`src/rtl/ntc_div_pipe.sv`:
```
// pipelined restoring divider, one quotient bit per stage
module ntc_div_pipe #(
  parameter int NUM_W = 32,
  parameter int DEN_W = 11,
  parameter int Q_W = 32,
  parameter int SIDE_W = 1
) (
  input  logic              clk,
  input  logic              rst,
  input  logic              en,
  input  logic              in_valid,
  input  logic [NUM_W-1:0]  num,
  input  logic [DEN_W-1:0]  den,
  input  logic [SIDE_W-1:0] side,
  output logic              out_valid,
  output logic [Q_W-1:0]    quo,
  output logic [SIDE_W-1:0] side_out
);
  localparam int CW = DEN_W + Q_W;

  logic              valid_q [Q_W+1];
  logic [Q_W-1:0]    quo_q [Q_W+1];
  logic [SIDE_W-1:0] side_q [Q_W+1];
  logic [CW-1:0]     rem_q [Q_W];
  logic [DEN_W-1:0]  den_q [Q_W];

  assign valid_q[0] = in_valid;
  assign quo_q[0] = '0;
  assign side_q[0] = side;
  assign rem_q[0] = CW'(num);
  assign den_q[0] = den;

  for (genvar i = 0; i < Q_W; i++) begin : g_stage
    localparam int J = Q_W - 1 - i;
    logic [CW-1:0] dsh;
    logic ge;
    assign dsh = CW'(den_q[i]) << J;
    assign ge = rem_q[i] >= dsh;

    always_ff @(posedge clk) begin
      if (rst) begin
        valid_q[i+1] <= 1'b0;
      end else if (en) begin
        valid_q[i+1] <= valid_q[i];
      end
    end

    always_ff @(posedge clk) begin
      if (en) begin
        quo_q[i+1] <= quo_q[i] | (Q_W'(ge) << J);
        side_q[i+1] <= side_q[i];
      end
    end

    if (i < Q_W - 1) begin : g_rem
      always_ff @(posedge clk) begin
        if (en) begin
          rem_q[i+1] <= ge ? rem_q[i] - dsh : rem_q[i];
          den_q[i+1] <= den_q[i];
        end
      end
    end
  end

  assign out_valid = valid_q[Q_W];
  assign quo = quo_q[Q_W];
  assign side_out = side_q[Q_W];
endmodule

```
`config.mk`:
```
export PLATFORM = sky130hd
export DESIGN_NAME = ntc_div_pipe
export DESIGN_NICKNAME = d
export VERILOG_FILES = /design/src/rtl/ntc_div_pipe.sv
export SDC_FILE = /design/constraint.sdc
export NUM_CORES = 2
export LEC_CHECK = 0
export BUFFER_PORTS_ARGS = -buffer_cell sky130_fd_sc_hd__buf_2
export CAP_MARGIN = 20
export CORE_ASPECT_RATIO = 1.1
export CORE_MARGIN = 2
export CORE_UTILIZATION = 63
export DETAILED_ROUTE_END_ITERATION = 8
export PLACE_DENSITY = 0.81
export SYNTH_ARGS = -nofsm -noshare
export SYNTH_HDL_FRONTEND = slang
export SYNTH_SLANG_ARGS = --single-unit
```
`constraint.sdc`:
```
create_clock -name clk -period 4.2 [get_ports clk]
set_clock_uncertainty 0.05 [all_clocks]
set_input_delay 1.05 -clock clk [delete_from_list [all_inputs] [get_ports clk]]
set_output_delay 1.05 -clock clk [all_outputs]
set_load 0.02 [all_outputs]
```
==> results.txt <==
Setup violations, final - 0
first-pass GRT wire length - 318,000 um
final hold violation count - 0
area fraction of the dominant cell type after synthesis - 0.670
largest net degree at the start of global routing - 200
Fmax - 0.261 GHz
# rows - 153
Cell variety after synth - 84
sequential element share of the synthesized area - 0.676
DR WL/cell - 21.1 um
RSZ-0062 raised after global routing - no
clock buffer depth - 3
Max transition margin - 0.213
Yosys reg bits - 2,266
fin crit period - 3830 ps
final weighted congestion in routability-driven placement - 0.947
Syn Nets - 7,648
post-cts sizing count - 0
initial antenna violation count - 0
max-slew violation count - 0
Tightest Pin Transition - 1180 ps
startpoint types - flop
power share of the sequential group - 0.496
crit path max fanout - 20
Final Util - 0.699
number of synthesized flops with an enable pin - 2,234
Core ar. - 0.158 sq mm
Die Span Y - 422 um
combinational group share of total power - 0.200
most common cell in the netlist - edfxtp_1
Post-CTS Setup Repair Bufs - 0
Crit path arrival time - 4350 ps
Area Growth Syn to Fin - 10.2%
DRC viols - 0
Yosys Warn Count - 0
sw frac - 0.289
drt total wl - 205,000 um
Area contributors post-synth - edfxtp_1 67%, ha_1 4.3%, xor2_1 3.2%, xnor2_1 2.6%, nor2_1 1.9%
Synth top cells by count - 2,234 x edfxtp_1, 494 x nor2_1, 457 x inv_1
HPWL Detailed - 143,000 um
CTS H-tree lvls - 4
Skew-Pair Late Insertion Delay - 880 ps
Req. time, crit path - 4730 ps
Static Leak - 0.0395 uW
GRT overflow - 0
vias in the first global route - 59,200
clk slew on worst S/H paths - 60 ps
fin cells - 9,719
Post-CTS Hold Buffers - 0
port bufs - 81
Hold Path Class - primary input to flop
layout cells sized above 1 - 0.0826
Routed Antenna Nets - 0
clock root buffer - clkbuf_16
Hold WS - 304 ps
Int Pwr - 44,400 uW
vias per cell - 6.13
Async SR Flop Fraction - 0
peak supply drop - 0.417 mV
nets@finish - 7,868
Die X-Extent - 384 um
Synth area leader - edfxtp_1
CTS tree - yes
Max Cap Viol - 0
total track usage - 0.250
DRT Pass-1 Iters - 8
Iter 0 DRT Violations - 5,514
Final period util - 0.911
via count - 59,500
Setup crit end kind - flop
Fin Setup TNS - 0 ps
Placed Instances - 9,321
pwr dens - 566 mW/mm^2
DIE AREA - 0.162 sq mm
Clk pwr share - 0.304
Main synth FF type - edfxtp_1
Sink Count - 2,266
status - completed
I/O pins - 82
type of the worst setup path - flop to flop
initial core utilization - 0.634
Netlist Area Pre-Place - 0.100 sq mm
switching power - 18,000 uW
total CTS buffers - 214
Synth Instances - 7,227
mean post-synth cell area - 13.9 sq um
## through the flow
| stage | total power (uW) | instance area [sq um] | setup WS [ps] |
|---|---|---|---|
| 2_1_floorplan | 39500 | 100000 | 830 |
| 4_1_cts | 62500 | 110000 | 133 |
| 3_3_place_gp | 43000 | 103000 | 238 |
| 3_5_place_dp | 43500 | 103000 | 177 |
| 5_1_grt | 65100 | 110000 | 44.1 |
| 6_report | 62500 | 110000 | 374 |
## layout by cell type (no fill, tap or decap), types with 84 or more instances in the layout
cell type,n
a21oi_1,325
clkbuf_16,214
edfxtp_1,2234
ha_1,343
inv_1,457
nand2_1,329
nand3_1,130
nand4_1,90
nor2_1,494
nor3_1,240
nor4_1,251
o21ai_0,237
or3_1,100
or4_1,84
xnor2_1,298
xor2_1,370
## logic make-up after synthesis
family	count (synthesis)	synth area share
adder cells (fa/ha/maj)	373	0.0488
multiplexers	115	0.0124
AO/OA/AOI/OAI	1024	0.0640
buffers and inverters	621	0.0247
XOR/XNOR	668	0.0584
flip-flops	2266	0.676
AND/OR/NAND/NOR	2160	0.116
## worst max-delay path: stages (launching register included)
cell,delay (ps)
edfxtp_1,440
nor4_1,350
nand2_1,150
or3_1,360
nor4_1,710
nor2b_2,600
inv_1,480
nand4b_1,290
xnor2_1,90
## power groups by stage
stage | combinational (uW) | clock (uW) | sequential, uW
after floorplan | 9150 | 0 | 30400
final | 12500 | 19000 | 31000
after global placement | 11800 | 0 | 31200
after detailed placement | 12200 | 0 | 31300
after CTS | 12400 | 19200 | 30900
after global routing | 13800 | 20100 | 31200
## registers in the layout, summed over array words and instances, names as in the netlist
name / cells
rem_q: 1333
quo_q: 496
den_q: 341
quo: 32
side_q: 31
valid_q: 31
out_valid: 1
side_out: 1
## layer usage
| layer | vias to the layer above | part of all wire | global-route usage | wire (um) |
|---|---|---|---|---|
| met5 | - | 0 | 0 | 0 |
| met4 | 0 | 0.050 | 0.121 | 10200 |
| met3 | 574 | 0.048 | 0.0326 | 9890 |
| met2 | 2131 | 0.53 | 0.455 | 109000 |
| met1 | 29100 | 0.37 | 0.291 | 75800 |
| li1 | 27700 | - | - | - |
## path summary, 6_finish.rpt
| path | startpoint | to | slack [ps] | cells after the start |
|---|---|---|---|---|
| hold reg to reg | quo_q[670]$_DFFE_PP_ | quo_q[638]$_DFFE_PP_ | 350 | 0 |
| hold / removal | num[11] | rem_q[1301]$_DFFE_PP_ | 300 | 1 |
| setup reg to reg | rem_q[679]$_DFFE_PP_ | rem_q[632]$_DFFE_PP_ | 370 | 8 |
| setup / recovery | rem_q[679]$_DFFE_PP_ | rem_q[632]$_DFFE_PP_ | 370 | 8 |
## final cells by class
cell class	instances	area, sq um
flip-flops and latches	2266	67700
fillers	10000	47600
clock buffers	257	5520
repair buffers	167	1290
clock inverters	138	1440
inverters	458	1720
diodes	1	2.50
multi-input cells	4340	30100
well taps	2092	2620
(Power assumes the default switching activity.)
